`config.mk`:
```
export PLATFORM = sky130hd
export DESIGN_NAME = swd_host_transfer_engine
export DESIGN_NICKNAME = d
export VERILOG_FILES = /design/src/swdh_pkg.sv /design/src/swd_host_transfer_engine.sv
export SDC_FILE = /design/constraint.sdc
export NUM_CORES = 1
export LEC_CHECK = 0
export BUFFER_PORTS_ARGS = -buffer_cell sky130_fd_sc_hd__clkbuf_2
export CAP_MARGIN = 20
export CORE_ASPECT_RATIO = 0.5
export CORE_MARGIN = 3
export CORE_UTILIZATION = 30
export DETAILED_ROUTE_END_ITERATION = 8
export GPL_TIMING_DRIVEN = 0
export HOLD_SLACK_MARGIN = 0.02
export PLACE_DENSITY = 0.43
export SLEW_MARGIN = 25
export SYNTH_ARGS = -nofsm -noshare
export SYNTH_HDL_FRONTEND = slang
export SYNTH_SLANG_ARGS = --single-unit
```
`constraint.sdc`:
```
create_clock -name clk_i -period 6.8 [get_ports clk_i]
set_input_delay 0.68 -clock clk_i [delete_from_list [all_inputs] [get_ports clk_i]]
set_output_delay 0.68 -clock clk_i [all_outputs]
set_load 0.01 [all_outputs]
```
`src/swdh_pkg.sv`:
```
`default_nettype none

package swdh_pkg;

  localparam int unsigned LINE_RESET_CLOCKS = 56;
  localparam int unsigned CNT_W = 8;

  localparam logic [7:0]  RETRY_LIMIT_RST = 8'd40;
  localparam logic [7:0]  IDLE_CYCLES_RST = 8'd8;
  localparam logic [31:0] ABORT_WORD_RST  = 32'h0000_001E;

  localparam logic [15:0] SWITCH_SEQ   = 16'hE79E;
  localparam int unsigned CONNECT_IDLE = 4;
  localparam int unsigned REQ_BITS     = 8;
  localparam int unsigned ACK_BITS     = 3;
  localparam int unsigned DATA_BITS    = 32;
  localparam int unsigned SWITCH_BITS  = 16;

  localparam logic [2:0] RESP_OK    = 3'h1;
  localparam logic [2:0] RESP_WAIT  = 3'h2;
  localparam logic [2:0] RESP_FAULT = 3'h4;

  localparam logic [2:0] ST_OK     = 3'd0;
  localparam logic [2:0] ST_WAIT   = 3'd1;
  localparam logic [2:0] ST_FAULT  = 3'd2;
  localparam logic [2:0] ST_PARITY = 3'd3;
  localparam logic [2:0] ST_NOACK  = 3'd4;

  localparam logic [3:0] PH_IDLE  = 4'd0;
  localparam logic [3:0] PH_REQ   = 4'd1;
  localparam logic [3:0] PH_TRN1  = 4'd2;
  localparam logic [3:0] PH_ACK   = 4'd3;
  localparam logic [3:0] PH_RDATA = 4'd4;
  localparam logic [3:0] PH_RPAR  = 4'd5;
  localparam logic [3:0] PH_TRN2  = 4'd6;
  localparam logic [3:0] PH_WDATA = 4'd7;
  localparam logic [3:0] PH_WPAR  = 4'd8;
  localparam logic [3:0] PH_TAIL  = 4'd9;
  localparam logic [3:0] PH_CONN  = 4'd10;

  localparam logic [1:0] CFG_RETRY_LIMIT = 2'd0;
  localparam logic [1:0] CFG_IDLE_CYCLES = 2'd1;
  localparam logic [1:0] CFG_ABORT_WORD  = 2'd2;

  localparam logic [1:0] CONN_RESET1 = 2'd0;
  localparam logic [1:0] CONN_SWITCH = 2'd1;
  localparam logic [1:0] CONN_RESET2 = 2'd2;
  localparam logic [1:0] CONN_IDLE   = 2'd3;

endpackage

`default_nettype wire

```
`src/swd_host_transfer_engine.sv`:
```
// Serial wire debug host bit engine. Every input transaction is one SWCLK
// period: it carries the SWDIO level sampled before that rising edge and,
// when start_req_i is set and the engine is idle, a new command. Opcode 0
// runs a register transfer (request, turnaround, ACK, data and parity, idle
// clocks) with retries on WAIT and no-ack, and a DP ABORT write after FAULT.
// Opcode 1 runs the connect sequence: line reset, the JTAG-to-SWD switch
// word, a second line reset and four idle clocks.
// Every input transaction yields exactly one output transaction that tells
// the SWDIO level and direction for that clock, busy, done, the final status
// and the read word. The output is registered and appears in the cycle after the
// input is taken; while out_stall_i does not hold the output, one input is accepted
// every cycle, so the throughput is one SWCLK period per cycle. The step logic is
// combinational between the state registers and the output register.
// When the receiver raises out_stall_i, the result is held in the output
// register and in_stall_o goes high for as long as that result is not taken.
// Reset returns the engine to idle and loads the defaults: a retry limit of 40,
// 8 idle clocks and abort word 0x1E. Configuration is written through cfg_we_i,
// cfg_idx_i and cfg_wdata_i; the user writes it only while idle (not enforced).
`default_nettype none

module swd_host_transfer_engine #(
  parameter int unsigned LineResetClocks = swdh_pkg::LINE_RESET_CLOCKS
) (
  input  wire logic        clk_i,
  input  wire logic        rst_ni,
  input  wire logic        cfg_we_i,
  input  wire logic [1:0]  cfg_idx_i,
  input  wire logic [31:0] cfg_wdata_i,
  input  wire logic        in_valid_i,
  output logic             in_stall_o,
  input  wire logic        start_req_i,
  input  wire logic        opcode_i,
  input  wire logic        ap_select_i,
  input  wire logic        read_not_write_i,
  input  wire logic [1:0]  reg_addr_i,
  input  wire logic [31:0] write_data_i,
  input  wire logic        swdio_in_i,
  output logic             out_valid_o,
  input  wire logic        out_stall_i,
  output logic             swdio_out_o,
  output logic             swdio_drive_o,
  output logic             busy_res_o,
  output logic             done_res_o,
  output logic [2:0]       status_o,
  output logic [31:0]      read_data_o
);

  localparam int unsigned CntW = swdh_pkg::CNT_W;

  logic [7:0]  retry_limit_q;
  logic [7:0]  idle_cycles_q;
  logic [31:0] abort_word_q;

  logic [3:0]      phase_q, phase_d;
  logic [CntW-1:0] cnt_q, cnt_d;
  logic [31:0]     shift_q, shift_d;
  logic            par_q, par_d;
  logic [2:0]      ack_q, ack_d;
  logic [7:0]      attempts_q, attempts_d;
  logic            cmd_op_q, cmd_op_d;
  logic            cmd_ap_q, cmd_ap_d;
  logic            cmd_rnw_q, cmd_rnw_d;
  logic [1:0]      cmd_addr_q, cmd_addr_d;
  logic [31:0]     cmd_data_q, cmd_data_d;
  logic            abort_q, abort_d;
  logic [2:0]      last_q, last_d;
  logic [1:0]      cstep_q, cstep_d;

  logic            out_valid_q;
  logic            swdio_out_q, swdio_drive_q, busy_q, done_q;
  logic [2:0]      status_q;
  logic [31:0]     rdata_q;

  logic            accept;
  logic            bit_v, drive_v, busy_v;
  logic            do_tail, do_end, do_begin, do_fin;
  logic [2:0]      fin_s;
  logic [31:0]     fin_data;
  logic [CntW:0]   cnt_inc;
  logic            cur_ap, cur_rnw;
  logic [1:0]      cur_addr;
  logic [7:0]      req_byte;

  assign in_stall_o = out_valid_q && out_stall_i;
  assign accept     = in_valid_i && !in_stall_o;

  always_ff @(posedge clk_i or negedge rst_ni) begin
    if (!rst_ni) begin
      retry_limit_q <= swdh_pkg::RETRY_LIMIT_RST;
      idle_cycles_q <= swdh_pkg::IDLE_CYCLES_RST;
      abort_word_q  <= swdh_pkg::ABORT_WORD_RST;
    end else if (cfg_we_i) begin
      case (cfg_idx_i)
        swdh_pkg::CFG_RETRY_LIMIT: retry_limit_q <= cfg_wdata_i[7:0];
        swdh_pkg::CFG_IDLE_CYCLES: idle_cycles_q <= cfg_wdata_i[7:0];
        swdh_pkg::CFG_ABORT_WORD:  abort_word_q  <= cfg_wdata_i;
        default: ;
      endcase
    end
  end

  always_comb begin
    phase_d    = phase_q;
    cnt_d      = cnt_q;
    shift_d    = shift_q;
    par_d      = par_q;
    ack_d      = ack_q;
    attempts_d = attempts_q;
    cmd_op_d   = cmd_op_q;
    cmd_ap_d   = cmd_ap_q;
    cmd_rnw_d  = cmd_rnw_q;
    cmd_addr_d = cmd_addr_q;
    cmd_data_d = cmd_data_q;
    abort_d    = abort_q;
    last_d     = last_q;
    cstep_d    = cstep_q;
    bit_v      = 1'b0;
    drive_v    = 1'b1;
    busy_v     = 1'b1;
    do_tail    = 1'b0;
    do_end     = 1'b0;
    do_begin   = 1'b0;
    do_fin     = 1'b0;
    fin_s      = swdh_pkg::ST_OK;
    fin_data   = '0;
    cnt_inc    = {1'b0, cnt_q} + 1'b1;
    cur_ap     = 1'b0;
    cur_rnw    = 1'b0;
    cur_addr   = 2'd0;
    req_byte   = '0;

    if (phase_q == swdh_pkg::PH_IDLE) begin
      busy_v = start_req_i;
      if (start_req_i) begin
        cmd_op_d   = opcode_i;
        cmd_ap_d   = ap_select_i;
        cmd_rnw_d  = read_not_write_i;
        cmd_addr_d = reg_addr_i;
        cmd_data_d = write_data_i;
        abort_d    = 1'b0;
        attempts_d = '0;
        if (opcode_i) begin
          phase_d = swdh_pkg::PH_CONN;
          cstep_d = swdh_pkg::CONN_RESET1;
          cnt_d   = '0;
        end else begin
          phase_d = swdh_pkg::PH_REQ;
          cnt_d   = '0;
          ack_d   = '0;
          par_d   = 1'b0;
          shift_d = read_not_write_i ? 32'd0 : write_data_i;
        end
      end
    end

    cur_ap   = abort_d ? 1'b0 : cmd_ap_d;
    cur_rnw  = abort_d ? 1'b0 : cmd_rnw_d;
    cur_addr = abort_d ? 2'd0 : cmd_addr_d;
    req_byte = {1'b1, 1'b0, cur_ap ^ cur_rnw ^ cur_addr[0] ^ cur_addr[1],
                cur_addr[1], cur_addr[0], cur_rnw, cur_ap, 1'b1};
    cnt_inc  = {1'b0, cnt_d} + 1'b1;

    if (busy_v) begin
      case (phase_d)
        swdh_pkg::PH_REQ: begin
          bit_v = req_byte[cnt_d[2:0]];
          cnt_d = cnt_inc[CntW-1:0];
          if (cnt_inc >= (CntW+1)'(swdh_pkg::REQ_BITS)) begin
            phase_d = swdh_pkg::PH_TRN1;
            cnt_d   = '0;
          end
        end
        swdh_pkg::PH_TRN1: begin
          drive_v = 1'b0;
          phase_d = swdh_pkg::PH_ACK;
          cnt_d   = '0;
        end
        swdh_pkg::PH_ACK: begin
          drive_v = 1'b0;
          ack_d[cnt_d[1:0]] = ack_d[cnt_d[1:0]] | swdio_in_i;
          cnt_d = cnt_inc[CntW-1:0];
          if (cnt_inc >= (CntW+1)'(swdh_pkg::ACK_BITS)) begin
            cnt_d = '0;
            if (ack_d == swdh_pkg::RESP_OK && cur_rnw) begin
              phase_d = swdh_pkg::PH_RDATA;
              shift_d = '0;
              par_d   = 1'b0;
            end else begin
              case (ack_d)
                swdh_pkg::RESP_OK:    last_d = swdh_pkg::ST_OK;
                swdh_pkg::RESP_WAIT:  last_d = swdh_pkg::ST_WAIT;
                swdh_pkg::RESP_FAULT: last_d = swdh_pkg::ST_FAULT;
                default:              last_d = swdh_pkg::ST_NOACK;
              endcase
              phase_d = swdh_pkg::PH_TRN2;
            end
          end
        end
        swdh_pkg::PH_RDATA: begin
          drive_v = 1'b0;
          shift_d[cnt_d[4:0]] = shift_d[cnt_d[4:0]] | swdio_in_i;
          par_d = par_d ^ swdio_in_i;
          cnt_d = cnt_inc[CntW-1:0];
          if (cnt_inc >= (CntW+1)'(swdh_pkg::DATA_BITS)) begin
            phase_d = swdh_pkg::PH_RPAR;
            cnt_d   = '0;
          end
        end
        swdh_pkg::PH_RPAR: begin
          drive_v = 1'b0;
          last_d  = (swdio_in_i == par_d) ? swdh_pkg::ST_OK : swdh_pkg::ST_PARITY;
          phase_d = swdh_pkg::PH_TRN2;
        end
        swdh_pkg::PH_TRN2: begin
          drive_v = 1'b0;
          if (ack_d == swdh_pkg::RESP_OK && !cur_rnw) begin
            phase_d = swdh_pkg::PH_WDATA;
            cnt_d   = '0;
            par_d   = 1'b0;
          end else begin
            do_tail = 1'b1;
          end
        end
        swdh_pkg::PH_WDATA: begin
          bit_v   = shift_d[0];
          par_d   = par_d ^ shift_d[0];
          shift_d = {1'b0, shift_d[31:1]};
          cnt_d   = cnt_inc[CntW-1:0];
          if (cnt_inc >= (CntW+1)'(swdh_pkg::DATA_BITS)) begin
            phase_d = swdh_pkg::PH_WPAR;
            cnt_d   = '0;
          end
        end
        swdh_pkg::PH_WPAR: begin
          bit_v   = par_d;
          last_d  = swdh_pkg::ST_OK;
          do_tail = 1'b1;
        end
        swdh_pkg::PH_TAIL: begin
          cnt_d = cnt_inc[CntW-1:0];
          if (cnt_inc >= {1'b0, idle_cycles_q}) begin
            do_end = 1'b1;
          end
        end
        swdh_pkg::PH_CONN: begin
          case (cstep_d)
            swdh_pkg::CONN_RESET1, swdh_pkg::CONN_RESET2: begin
              bit_v = 1'b1;
              cnt_d = cnt_inc[CntW-1:0];
              if (cnt_inc >= (CntW+1)'(LineResetClocks)) begin
                cstep_d = cstep_d + 2'd1;
                cnt_d   = '0;
              end
            end
            swdh_pkg::CONN_SWITCH: begin
              bit_v = swdh_pkg::SWITCH_SEQ[cnt_d[3:0]];
              cnt_d = cnt_inc[CntW-1:0];
              if (cnt_inc >= (CntW+1)'(swdh_pkg::SWITCH_BITS)) begin
                cstep_d = swdh_pkg::CONN_RESET2;
                cnt_d   = '0;
              end
            end
            default: begin
              cnt_d = cnt_inc[CntW-1:0];
              if (cnt_inc >= (CntW+1)'(swdh_pkg::CONNECT_IDLE)) begin
                cstep_d = swdh_pkg::CONN_RESET1;
                do_fin  = 1'b1;
                fin_s   = swdh_pkg::ST_OK;
              end
            end
          endcase
        end
        default: begin
          phase_d = swdh_pkg::PH_IDLE;
          cnt_d   = '0;
        end
      endcase
    end

    if (do_tail) begin
      phase_d = swdh_pkg::PH_TAIL;
      cnt_d   = '0;
      if (idle_cycles_q == 8'd0) begin
        do_end = 1'b1;
      end
    end

    if (do_end) begin
      if (abort_d) begin
        abort_d = 1'b0;
        if (attempts_d >= retry_limit_q) begin
          do_fin = 1'b1;
          fin_s  = swdh_pkg::ST_FAULT;
        end else begin
          do_begin = 1'b1;
        end
      end else begin
        if (attempts_d != 8'hFF) begin
          attempts_d = attempts_d + 8'd1;
        end
        if (last_d inside {swdh_pkg::ST_OK, swdh_pkg::ST_PARITY}) begin
          do_fin = 1'b1;
          fin_s  = last_d;
        end else if (last_d == swdh_pkg::ST_FAULT) begin
          abort_d  = 1'b1;
          do_begin = 1'b1;
        end else if (attempts_d >= retry_limit_q) begin
          do_fin = 1'b1;
          fin_s  = last_d;
        end else begin
          do_begin = 1'b1;
        end
      end
    end

    if (do_begin) begin
      phase_d = swdh_pkg::PH_REQ;
      cnt_d   = '0;
      ack_d   = '0;
      par_d   = 1'b0;
      if (abort_d) begin
        shift_d = abort_word_q;
      end else if (cmd_rnw_d) begin
        shift_d = '0;
      end else begin
        shift_d = cmd_data_d;
      end
    end

    if (do_fin) begin
      phase_d = swdh_pkg::PH_IDLE;
      cnt_d   = '0;
      last_d  = fin_s;
      if (!cmd_op_d && cmd_rnw_d &&
          (fin_s == swdh_pkg::ST_OK || fin_s == swdh_pkg::ST_PARITY)) begin
        fin_data = shift_d;
      end
    end
  end

  always_ff @(posedge clk_i or negedge rst_ni) begin
    if (!rst_ni) begin
      phase_q    <= swdh_pkg::PH_IDLE;
      cnt_q      <= '0;
      shift_q    <= '0;
      par_q      <= 1'b0;
      ack_q      <= '0;
      attempts_q <= '0;
      cmd_op_q   <= 1'b0;
      cmd_ap_q   <= 1'b0;
      cmd_rnw_q  <= 1'b0;
      cmd_addr_q <= '0;
      cmd_data_q <= '0;
      abort_q    <= 1'b0;
      last_q     <= swdh_pkg::ST_OK;
      cstep_q    <= swdh_pkg::CONN_RESET1;
    end else if (accept) begin
      phase_q    <= phase_d;
      cnt_q      <= cnt_d;
      shift_q    <= shift_d;
      par_q      <= par_d;
      ack_q      <= ack_d;
      attempts_q <= attempts_d;
      cmd_op_q   <= cmd_op_d;
      cmd_ap_q   <= cmd_ap_d;
      cmd_rnw_q  <= cmd_rnw_d;
      cmd_addr_q <= cmd_addr_d;
      cmd_data_q <= cmd_data_d;
      abort_q    <= abort_d;
      last_q     <= last_d;
      cstep_q    <= cstep_d;
    end
  end

  always_ff @(posedge clk_i or negedge rst_ni) begin
    if (!rst_ni) begin
      out_valid_q <= 1'b0;
    end else if (accept) begin
      out_valid_q <= 1'b1;
    end else if (!out_stall_i) begin
      out_valid_q <= 1'b0;
    end
  end

  always_ff @(posedge clk_i) begin
    if (accept) begin
      swdio_out_q   <= drive_v & bit_v & busy_v;
      swdio_drive_q <= drive_v;
      busy_q        <= busy_v;
      done_q        <= do_fin;
      status_q      <= do_fin ? fin_s : swdh_pkg::ST_OK;
      rdata_q       <= fin_data;
    end
  end

  assign out_valid_o   = out_valid_q;
  assign swdio_out_o   = swdio_out_q;
  assign swdio_drive_o = swdio_drive_q;
  assign busy_res_o    = busy_q;
  assign done_res_o    = done_q;
  assign status_o      = status_q;
  assign read_data_o   = rdata_q;

endmodule

`default_nettype wire
```
Word-level counts from Yosys, hierarchy flattened --
Memories as Yosys holds them, arrays and structs flattened. Cells that the tools add are included.
Storage, ports and cells: bits in registers 187, ROM bits 16, input bits 78, output and inout port bits 41, word-level logic and storage cells 252, memories kept 1
Cells by class: add/sub/neg operators 3, magnitude comparators 15, equality and inequality tests 24, multiplexer cells 147, bitwise operators 9, reduce and logical (&&, ||, !) cells 29
Memories:
- (name not given) | words 16, bits a word 1, rd ports 1, clocked after Yosys merged registers in 0, wr ports 0, RTL line swd_host_transfer_engine.sv:256 | bit_v = swdh_pkg::SWITCH_SEQ[cnt_d[3:0]];
Operators with widths (number):
- $mux 32 | 12
- $mux 8 | 19
- $pmux 32 s3 | 1
- $mux 1 | 57
- $pmux 8 s7 | 1
- $mux 4 | 12
- $mux 3 | 15
- $bwmux 32 | 1
- $pmux 4 s8 | 1
- $mux 2 | 14
- $ge 9x6->1 const B | 2
- $pmux 3 s3 | 2
- $eq 4x3->1 const B | 4
- $ge 8x8->1 | 2
- $pmux 8 s2 | 1
- $eq 3x2->1 const B | 4
- $eq 4x4->1 const B | 3
- $add 8x1->9 const B | 1
- $ge 9x2->1 const B | 1
- $ge 9x3->1 const B | 1
- $ge 9x4->1 const B | 1
- $ge 9x5->1 const B | 1
- $ge 9x8->1 | 1
- $add 8x1->8 const B | 1
- other kinds (40) | 69

Longest topological paths before layout --
Gate-level depths: netlist of run 1.
word-level depth 22, depth in mapped cells 27

Least setup slack after synthesis of run 1 --
No wires, ideal clock.
path type input port to flip-flop, start point input port start_req_i, end point register rdata_q[10] (netlist: read_data_o[10]) (data pin), setup time 0.134 ns, arrival time 5.179 ns, data required time 6.666 ns, setup slack 1.487 ns, cell stages on the path 24, cell sequence clkbuf_1 nand2_1 clkbuf_1 clkbuf_1 clkbuf_1 nand2_1 inv_1 ha_1 and3_1 nand3_1 nor2_1 nand2_1 mux2_2 ha_1 a21o_1 a21oi_1 nor2b_1 o211ai_1 a21oi_1 o211a_2 or3_1 a211o_1 buf_6 nor2b_4
Between the ends: longest elaborated chain between the ends 22, elaborated cells on any way between the ends 131, classes of those cells add/sub (2); order compare (9); eq/ne (19); mux (84); bitwise (2); reduce/logical (15)
Ends and longest elaborated chain:
- start, declared | RTL line swd_host_transfer_engine.sv:31 | input wire logic start_req_i,
- $mux 8 | RTL line swd_host_transfer_engine.sv:134 | if (start_req_i) begin
- $mux 8 | RTL line swd_host_transfer_engine.sv:132 | if (phase_q == swdh_pkg::PH_IDLE) begin
- $lt 2x3->1 (not written as such) or $ge 2x1->1 (tied branches) | RTL line swd_host_transfer_engine.sv:180 | ack_d[cnt_d[1:0]] = ack_d[cnt_d[1:0]] | swdio_in_i;
- $logic_and 1x1->1 (not written as such) | RTL line swd_host_transfer_engine.sv:180
- $mux 1 (not written as such) | RTL line swd_host_transfer_engine.sv:180
- $demux 1 s2 | RTL line swd_host_transfer_engine.sv:180
- $bwmux 3 | RTL line swd_host_transfer_engine.sv:180
- $eq 3x3->1 (tied with other cells) | RTL line swd_host_transfer_engine.sv:189 | case (ack_d)
- [... 6 more ...]
- $mux 3 or $reduce_bool 2->1 (tied branches) | RTL line swd_host_transfer_engine.sv:304, swd_host_transfer_engine.sv:301
- $mux 3 | RTL line swd_host_transfer_engine.sv:301 | if (last_d inside {swdh_pkg::ST_OK, swdh_pkg::ST_PARITY}) begin
- $mux 3 | RTL line swd_host_transfer_engine.sv:289 | if (abort_d) begin
- $mux 3 | RTL line swd_host_transfer_engine.sv:288 | if (do_end) begin
- $eq 3x2->1 or $logic_not 3->1 (tied branches) | RTL line swd_host_transfer_engine.sv:335 | (fin_s == swdh_pkg::ST_OK || fin_s == swdh_pkg::ST_PARITY)) begin
- $logic_or 1x1->1 | RTL line swd_host_transfer_engine.sv:335
- $logic_and 1x1->1 | RTL line swd_host_transfer_engine.sv:334 | if (!cmd_op_d && cmd_rnw_d &&
- $reduce_and 2->1 (no line)
- end signal, assigned | RTL line swd_host_transfer_engine.sv:392 | rdata_q <= fin_data;
- end, declared | RTL line swd_host_transfer_engine.sv:72 | logic [31:0] rdata_q;
Several ways; a longest one is shown, not always the timed one. The select of a mux whose other input is x is not followed. A chain may end at the register's enable or synchronous reset.

Worst setup path after layout of run 1 --
start point register phase_q[2], end point register rdata_q[4] (netlist: read_data_o[4]) (data pin)
Between the ends: longest elaborated chain between the ends 22, elaborated cells on any way between the ends 122, classes of those cells add/sub (2); order compare (9); eq/ne (19); mux (74); bitwise (2); reduce/logical (16)
Ends and longest elaborated chain:
- start, declared | RTL line swd_host_transfer_engine.sv:54 | logic [3:0] phase_q, phase_d;
- start signal, assigned | RTL line swd_host_transfer_engine.sv:343 | phase_q <= swdh_pkg::PH_IDLE;
- start signal, assigned | RTL line swd_host_transfer_engine.sv:358 | phase_q <= phase_d;
- $logic_not 4->1 | RTL line swd_host_transfer_engine.sv:132
- $mux 8 | RTL line swd_host_transfer_engine.sv:132
- $lt 2x3->1 (not written as such) or $ge 2x1->1 (tied branches) | RTL line swd_host_transfer_engine.sv:180
- $logic_and 1x1->1 (not written as such) | RTL line swd_host_transfer_engine.sv:180
- $mux 1 (not written as such) | RTL line swd_host_transfer_engine.sv:180
- $demux 1 s2 | RTL line swd_host_transfer_engine.sv:180
- $bwmux 3 | RTL line swd_host_transfer_engine.sv:180
- $eq 3x3->1 (tied with other cells) | RTL line swd_host_transfer_engine.sv:189
- [... 6 more ...]
- $mux 3 or $reduce_bool 2->1 (tied branches) | RTL line swd_host_transfer_engine.sv:304, swd_host_transfer_engine.sv:301
- $mux 3 | RTL line swd_host_transfer_engine.sv:301
- $mux 3 | RTL line swd_host_transfer_engine.sv:289
- $mux 3 | RTL line swd_host_transfer_engine.sv:288
- $eq 3x2->1 or $logic_not 3->1 (tied branches) | RTL line swd_host_transfer_engine.sv:335
- $logic_or 1x1->1 | RTL line swd_host_transfer_engine.sv:335
- $logic_and 1x1->1 | RTL line swd_host_transfer_engine.sv:334
- $reduce_and 2->1 (no line)
Several ways; a longest one is shown, not always the timed one. The select of a mux whose other input is x is not followed.

==> metrics.cfg, run 1 <==
[outcome]
outcome=complete, no violations

[synth]
yosysTopAreaCellShare=0.279
synth_edf_count=39
synth_flop_cell=dfrtp_1
synth_warnings=0
synthesis.area_um2=12600
synth_common_cells=160 x a21oi_1, 149 x nand2_1, 141 x dfrtp_1
synth_area_leaders=dfrtp_1 28%, mux2_2 9.4%, edfxtp_1 9.3%
syn_area_per_cell_um2=9.22
synth_most_common_cell=a21oi_1
synth_top_area_cell=dfrtp_1
yosysUniqueCellTypes=82
ys_ff_latch=187
synth_seq_area_share=0.386
synthCells=1370
async_flop_share=0.791
syn_nets=1478

[clock_tree]
cts-htree-levels=4
cts-buffers-inserted=17
clockBufferDepth=2
cts_root_buf=clkbuf_16
cts_tree=done
clkTransAtPathRegs_ps=80
clkSinkCount=187
clock_latency_ps=470

[die]
die-area_um2=44800
die_w_um=296
core_um2=41000
io_pins=119
start_util=0.308
die_y_um=151
rows=52

[critical_path]
crit_fanout=19
worst_setup_path_start_kind=flip-flop
endpoint_kind=flip-flop
path_class=reg -> reg
arrival_ps=6640
cp.required_ps=7010
rr_worst_depth=25

[final_layout]
nets=1618
fin_cells=2063
diodes=0
post-route-util=0.358
drive_above_1_share=0.228
syn_to_final_growth_pct=16.1

[timing]
setup_tns_ps=0
fin_crit_sh=0.946
hold_viol_final=0
finalSetupViolCount=0
rsz0062_at_grt=false
drv_slew=0
fin_crit_ps=6430
skew_ps=14.4
slew_headroom=0.313
fmax_mhz=155
worst_pin_slew_ps=1030

[global_routing]
grt_pass1_vias=11400
global_route.overflow_total=0
grt_pass1_wl_um=76200
grt_max_degree=69
antenna_found_initial=1
grt_usage=0.231

[routing]
avgViaCountPerCell=5.62
drc=0
first_pass_iters=6
vias=11600
ant_nets=0
routed_wl_um=50900
drt-initial-drc-count=1142
wire_per_inst_um=24.7

[min_path]
hold_class=in -> async

[placed_design]
placedCellCount=2031
gp_congestion=0.930
dp_hpwl_um=39200
numPortBuffers=118

[power]
p_per_area_nw_per_um2=380
total_power_uw=5580
peakVddDrop_mv=0.199
leakage_uw=0.00622

[job]
cap_violations=0

[routing by layer]
| metal | routed length, µm | track usage | vias up | share of wire |
|---|---|---|---|---|
| met3 | 3220 | 0.0453 | 46 | 0.063 |
| met1 | 24500 | 0.340 | 5822 | 0.48 |
| met2 | 22200 | 0.349 | 416 | 0.44 |
| li1 | - | - | 5307 | - |
| met4 | 974 | 0.0542 | 0 | 0.019 |
| met5 | 0 | 0 | - | 0 |
[power by group]
| part | internal, µW | switching, µW |
|---|---|---|
| sequential | 1450 | 225 |
| clock | 512 | 534 |
| combinational | 1030 | 1830 |
| total | 2990 | 2590 |
[cell type report]
class / instances / area [µm²]
tap: 540 / 676
inverter: 43 / 161
sequential: 187 / 4880
clock buffer: 18 / 450
clock inverter: 14 / 146
fill: 4282 / 26300
multi-input combinational: 1046 / 7250
buffer: 92 / 420
timing repair buffer: 123 / 689
[registers in the layout, summed over array words and instances, names as in the netlist, 2 cells and up]
signal	count
status_o	3
phase_q	4
shift_q	32
retry_limit_q	8
last_q	3
cmd_addr_q	2
idle_cycles_q	8
ack_q	3
cmd_data_q	32
attempts_q	8
read_data_o	32
abort_word_q	32
cstep_q	2
cnt_q	8
[path summary, 6_finish.rpt]
| path | startpoint | endpoint | slack, ps |
|---|---|---|---|
| max | phase_q[2] | read_data_o[4] | 370 |
| min | rst_ni | out_valid_o | 100 |
| max reg2reg | phase_q[2] | read_data_o[4] | 370 |
| min reg2reg | shift_q[6] | shift_q[6] | 480 |
| max in group asynchronous | rst_ni | shift_q[12] | 5690 |
| min in group clk_i | in_valid_i | out_valid_o | 410 |
[placed cells by master, fill, tap and decap left out, drive strengths merged, types with 7 or more instances in the layout]
master	count
o211ai	17
buf	24
a31oi	20
a211oi	11
clkbuf	209
o22ai	32
inv	49
xnor2	13
nand2	150
and3	26
and2	16
a22o	13
nor2b	39
nor3	32
mux2	105
or2	9
dfrtp	141
nor2	82
o31ai	12
dfstp	7
nand3	24
nand2b	17
edfxtp	39
nand4	7
ha	30
a21oi	161
mux2i	66
o21ai	55
a21boi	12
[metrics by stage]
step | instance area, µm² | worst slack, ps | hold slack [ps]
floorplan | 12600 | 1490 | 384
global placement | 13900 | -1400 | 462
detailed placement | 14000 | -1400 | 462
CTS | 14600 | 8.22 | 94.2
global route | 14700 | 41.4 | 99.8
finish | 14700 | 368 | 101
[critical path, cell delays in order, from the launching register on]
cell and delay (ps):
dfrtp_1 460, nor4_4 280, buf_4 170, nand2_1 230, clkbuf_2 380, clkbuf_4 390, and2_1 280, ha_1 240
and3_1 180, nand3_1 120, nor2_1 60, nand2_1 280, mux2_2 400, ha_1 280, a21o_1 110, a21oi_1 70
nor2b_1 120, o211ai_1 90, a21oi_1 400, nand2b_1 200, o22ai_1 80, a211o_1 390, buf_4 240, buf_2 220
a211oi_1 400, nor3_2 100
[kinds of logic after synthesis]
| family | count (synthesis) | share of synthesized area |
|---|---|---|
| flip-flops | 187 | 0.386 |
| multiplexers | 172 | 0.149 |
| XOR/XNOR | 18 | 0.0125 |
| buffers and inverters | 137 | 0.0456 |
| AND/OR/NAND/NOR | 429 | 0.179 |
| AO/OA/AOI/OAI | 397 | 0.198 |
| adder cells (fa/ha/maj) | 30 | 0.0297 |
[repair_timing]
action                     4_1_cts  5_1_grt
pin swaps                        1        0
gates resized for setup          5       11
hold buffers                     0        0
cloned                           0        0
setup endpoints to repair       68       68
setup buffers                    2        0
Power figures use the tool's default switching activity.
==> run 2: changes to the inputs <==
- CORE_UTILIZATION: 30 -> 43
- PLACE_DENSITY: 0.43 -> 0.58
==> run 2 against run 1 <==
Against the previous run:
- first-iteration DRC count fell by 4.7%
- clock power barely moved
- worst hold slack improved by 110 ps
- largest cell class unchanged
- clock skew rose by 0.79 ps
- sequential power barely moved
- core utilization rose by 15 points
- wire length fell by 7.2%
- total power fell by 0.86%
==> metrics.cfg, run 2 (synthesis results as in run 1) <==
[placed_design]
dp_hpwl_um=36000
gp_congestion=1.01
numPortBuffers=118
placedCellCount=1872

[timing]
fmax_mhz=151
drv_slew=0
setup_tns_ps=0
slew_headroom=0.271
worst_pin_slew_ps=1090
finalSetupViolCount=0
fin_crit_ps=6620
hold_viol_final=0
skew_ps=15.2
holdWs_ps=213
fin_crit_sh=0.974
rsz0062_at_grt=false

[critical_path]
r2r_slack_ps=180
crit_chain=buf_2, inv_1, a21oi_2, ha_1, clkbuf_1, inv_1, xnor2_1, ha_1, a21o_1, a2111oi_0, o22a_1, a21oi_1, a31oi_4, buf_2, mux2i_1, mux2i_1, mux2_2
endpoint_kind=flip-flop
r2r_start=cnt_q[1]
endpoint=shift_q[2]
cp.required_ps=7150
path_class=reg -> reg
crit_start=cnt_q[1]
cp_slowest_stage_delay_ps=680
arrival_ps=6970
worst_setup_path_start_kind=flip-flop
crit_fanout=10
critical-path-slowest-cell=a21oi_2
rr_endpoint=shift_q[2]
rr_worst_depth=17

[power]
combPwrFrac=0.513
swShare=0.462
p_per_area_nw_per_um2=384
seqPwrFrac=0.302
leakage_uw=0.00620
peakVddDrop_mv=0.208
pwr-share-clk=0.185
p_int_uw=2980
power_switching_uw=2560

[clock_tree]
cts-htree-levels=4
clock_latency_ps=470
cts_root_buf=clkbuf_16
cts-buffers-inserted=17
clkSinkCount=187
holdBufCountCts=0
cts_tree=done
clockBufferDepth=2
clkTransAtPathRegs_ps=80

[routing]
routed_wl_um=47300
wire_per_inst_um=24.8
drc=0
vias=11700
avgViaCountPerCell=6.14
drt-initial-drc-count=1088
first_pass_iters=5
ant_nets=0

[final_layout]
final_common_cell=a21oi_1
final_cell_mix=160 x a21oi_1, 148 x nand2_1, 141 x dfrtp_1
regArea_um2=4880
nets=1618
multiInputGateArea_um2=7240
fin_cells=1905
drive_above_1_share=0.227
diodes=0
syn_to_final_growth_pct=14.1
post-route-util=0.510
fillers=2718

[global_routing]
grt_max_degree=80
grt_pass1_wl_um=71300
antenna_found_initial=1
global_route.overflow_total=0
grt_usage=0.298
grt_pass1_vias=11500

[die]
die-area_um2=31600
die_y_um=127
core_um2=28300
rows=43
die_w_um=248
io_pins=119
start_util=0.447

[outcome]
outcome=complete, no violations

[min_path]
hold_class=in -> async

[job]
cap_violations=0

[run 2: metal layers]
metal | track usage | wire [µm] | up-vias
met5 | 0 | 0 | -
met2 | 0.444 | 20100 | 482
met4 | 0.0843 | 1060 | 0
met1 | 0.424 | 21900 | 5832
li1 | - | - | 5311
met3 | 0.0826 | 4130 | 76
[run 2: worst min-delay path by stage]
stage / from / end / slack, ps / cells past startpoint
2_1_floorplan: rst_ni / abort_q / 380 / 0
3_3_place_gp: shift_q[6] / shift_q[6] / 460 / 2
3_5_place_dp: shift_q[6] / shift_q[6] / 470 / 2
4_1_cts: rst_ni / abort_word_q[17] / 240 / 1
5_1_grt: rst_ni / abort_word_q[17] / 260 / 1
6_report: rst_ni / abort_word_q[17] / 210 / 1
[run 2: critical path, delay by kind of cell, from the launching register on]
family          cells  cell delay [ps]
compound gates      6             2580
buf+inv             5             1900
mux                 3              710
fa+ha+maj           2              690
flops               1              320
xor+xnor            1              280
[run 2: layout make-up]
class,count,area share
buffer,94,0.0295
multi-input combinational,1046,0.502
sequential,187,0.339
clock buffer,18,0.0305
timing repair buffer,121,0.0454
tap,382,0.0331
inverter,43,0.0112
clock inverter,14,0.00955
[run 2: timing repair]
item,in CTS,in global routing
pin swaps,1,0
endpoints found under the setup margin,68,68
endpoints found under the hold margin,0,0
gates resized for setup,5,11
cloned,0,0
setup buffers,1,0
[run 2: stage by stage]
stage               setup WS (ps)  power (µW)  instance area [µm²]
floorplan                    1490        3490                12600
global placement            -1100        4370                13700
detailed placement          -1200        4410                13800
CTS                          51.9        5460                14400
global route                 4.98        5850                14400
finish                        179        5530                14400
[run 2: power by group through the flow]
stage	Combinational, µW	Clock, µW	Sequential, µW
floorplan	1870	0	1610
global placement	2690	0	1680
detailed placement	2730	0	1680
CTS	2760	1040	1660
global route	3050	1090	1700
finish	2840	1020	1670
==> run 3: changes to the inputs <==
- REMOVE_ABC_BUFFERS: not set -> 1
- clock period: 6.8 -> 8.6 ns (I/O delays scaled with it)
==> run 3 against run 2 <==
Against the previous run:
- clock skew decreased by 6.6 ps
- core utilization barely moved
- critical path type unchanged
- sequential share of layout area is essentially flat
- sequential cell count is the same
- critical path depth increased by 4
- clock power decreased by 11%
- cell count decreased by 4.2%
==> metrics.cfg, run 3 (synthesis results as in run 1) <==
[outcome]
outcome=complete, no violations

[clock_tree]
cts_setup_buffers=0
clkTransAtPathRegs_ps=70
cts_tree=done
clock_latency_ps=460
clockBufferDepth=2
cts-resized-gates=0
cts-htree-levels=4
cts_root_buf=clkbuf_16
clkSinkCount=187
holdBufCountCts=0
cts-buffers-inserted=17

[critical_path]
cp.required_ps=8790
r2r_slack_ps=1160
crit_fanout=43
critical-path-slowest-cell=nor4_4
rr_endpoint=read_data_o[4]
path_class=reg -> reg
r2r_start=phase_q[1]
cp_slowest_stage_delay_ps=730
worst_setup_path_start_kind=flip-flop
endpoint=read_data_o[4]
crit_start=phase_q[1]
arrival_ps=7630
endpoint_kind=flip-flop
crit_chain=nor4_4, buf_4, nand2_4, buf_12, nand2_2, inv_1, ha_1, and3_1, and3_1, xnor2_1, nor2_1, ha_1, and4_1, a2111oi_0, o22a_1, a21oi_1, nand2b_1, o22ai_1, a211o_4, a211oi_1, nor3_2
rr_worst_depth=21

[placed_design]
numPortBuffers=118
gp_congestion=0.879
dp_hpwl_um=28700
post-place-ws_ps=1290

[routing]
routed_wl_um=40600
drt-initial-drc-count=1150
drc=0
wire_per_inst_um=22.2
first_pass_iters=6
vias=11200
ant_nets=0
avgViaCountPerCell=6.16

[timing]
setup_tns_ps=0
rsz0062_at_grt=false
layout_setup_ws_ps=1160
hold_viol_final=0
fin_crit_ps=7440
finalSetupViolCount=0
worst_pin_slew_ps=1090
skew_ps=8.64
drv_slew=0
slew_headroom=0.274
fin_crit_sh=0.865
fmax_mhz=134

[die]
die-area_um2=31600
start_util=0.447
die_y_um=127
die_w_um=248
io_pins=119
rows=43
core_um2=28300

[final_layout]
multiInputGateArea_um2=7300
diodes=0
final_common_cell=a21oi_1
syn_to_final_growth_pct=14.2
fillers=2724
final_cell_mix=160 x a21oi_1, 144 x nand2_1, 141 x dfrtp_1
nets=1538
regArea_um2=4880
drive_above_1_share=0.240

[power]
total_power_uw=4370
peakVddDrop_mv=0.180
leakage_uw=0.00622
p_per_area_nw_per_um2=303

[global_routing]
global_route.overflow_total=0
grt_pass1_vias=11400
grt_usage=0.259
grt_pass1_wl_um=65000
grt_max_degree=60
antenna_found_initial=0

[min_path]
hold_class=in -> async

[job]
cap_violations=0

run 3: cell types whose count changed in the layout (fill, tap and decap cells not counted), sizes merged:
| cell | delta |
|---|---|
| clkinv | +3 |
| buf | -6 |
| bufinv | +5 |
| clkbuf | -72 |
| inv | -10 |
run 3: critical path, delay by kind of cell, from the launching register on:
family / cells / cell delay [ps]
compound gates: 6 / 2470
simple gates: 9 / 2260
buf+inv: 3 / 780
fa+ha+maj: 2 / 710
flops: 1 / 700
xor+xnor: 1 / 150
run 3: worst min path at each step:
stage | start | end | depth (start not counted)
final | rst_ni | cmd_data_q[25] | 1
after global routing | rst_ni | shift_q[23] | 1
after CTS | rst_ni | cmd_data_q[23] | 1
after detailed placement | shift_q[6] | shift_q[6] | 2
after global placement | shift_q[6] | shift_q[6] | 2
after floorplan | shift_q[4] | shift_q[4] | 2
run 3: per-layer routing:
layer / wire length, µm / vias to the layer above / track usage
met5: 0 / - / 0
met4: 622 / 0 / 0.0665
met3: 2470 / 57 / 0.0443
met2: 18800 / 395 / 0.419
met1: 18700 / 5639 / 0.364
li1: - / 5154 / -
run 3: layout make-up:
type,instances,area share
sequential,187,0.338
inverter,43,0.0115
clock inverter,12,0.0145
timing repair buffer,135,0.0659
tap,382,0.0331
multi-input combinational,1046,0.506
clock buffer,20,0.0310
run 3: metrics by stage:
step	hold WS (ps)	utilization	cells	instance area, µm²
floorplan	442	-	1276	12200
global placement	454	0.470	1776	13300
detailed placement	462	0.486	1793	13800
CTS	309	0.509	1825	14400
global route	315	0.510	1825	14400
finish	311	0.510	1825	14400
run 3: where the power goes:
group          leakage [µW]  total, µW  switching, µW  internal [µW]
registers           0.00221       1380            238           1150
clock network      0.000322        905            376            529
logic               0.00368       2080           1240            834
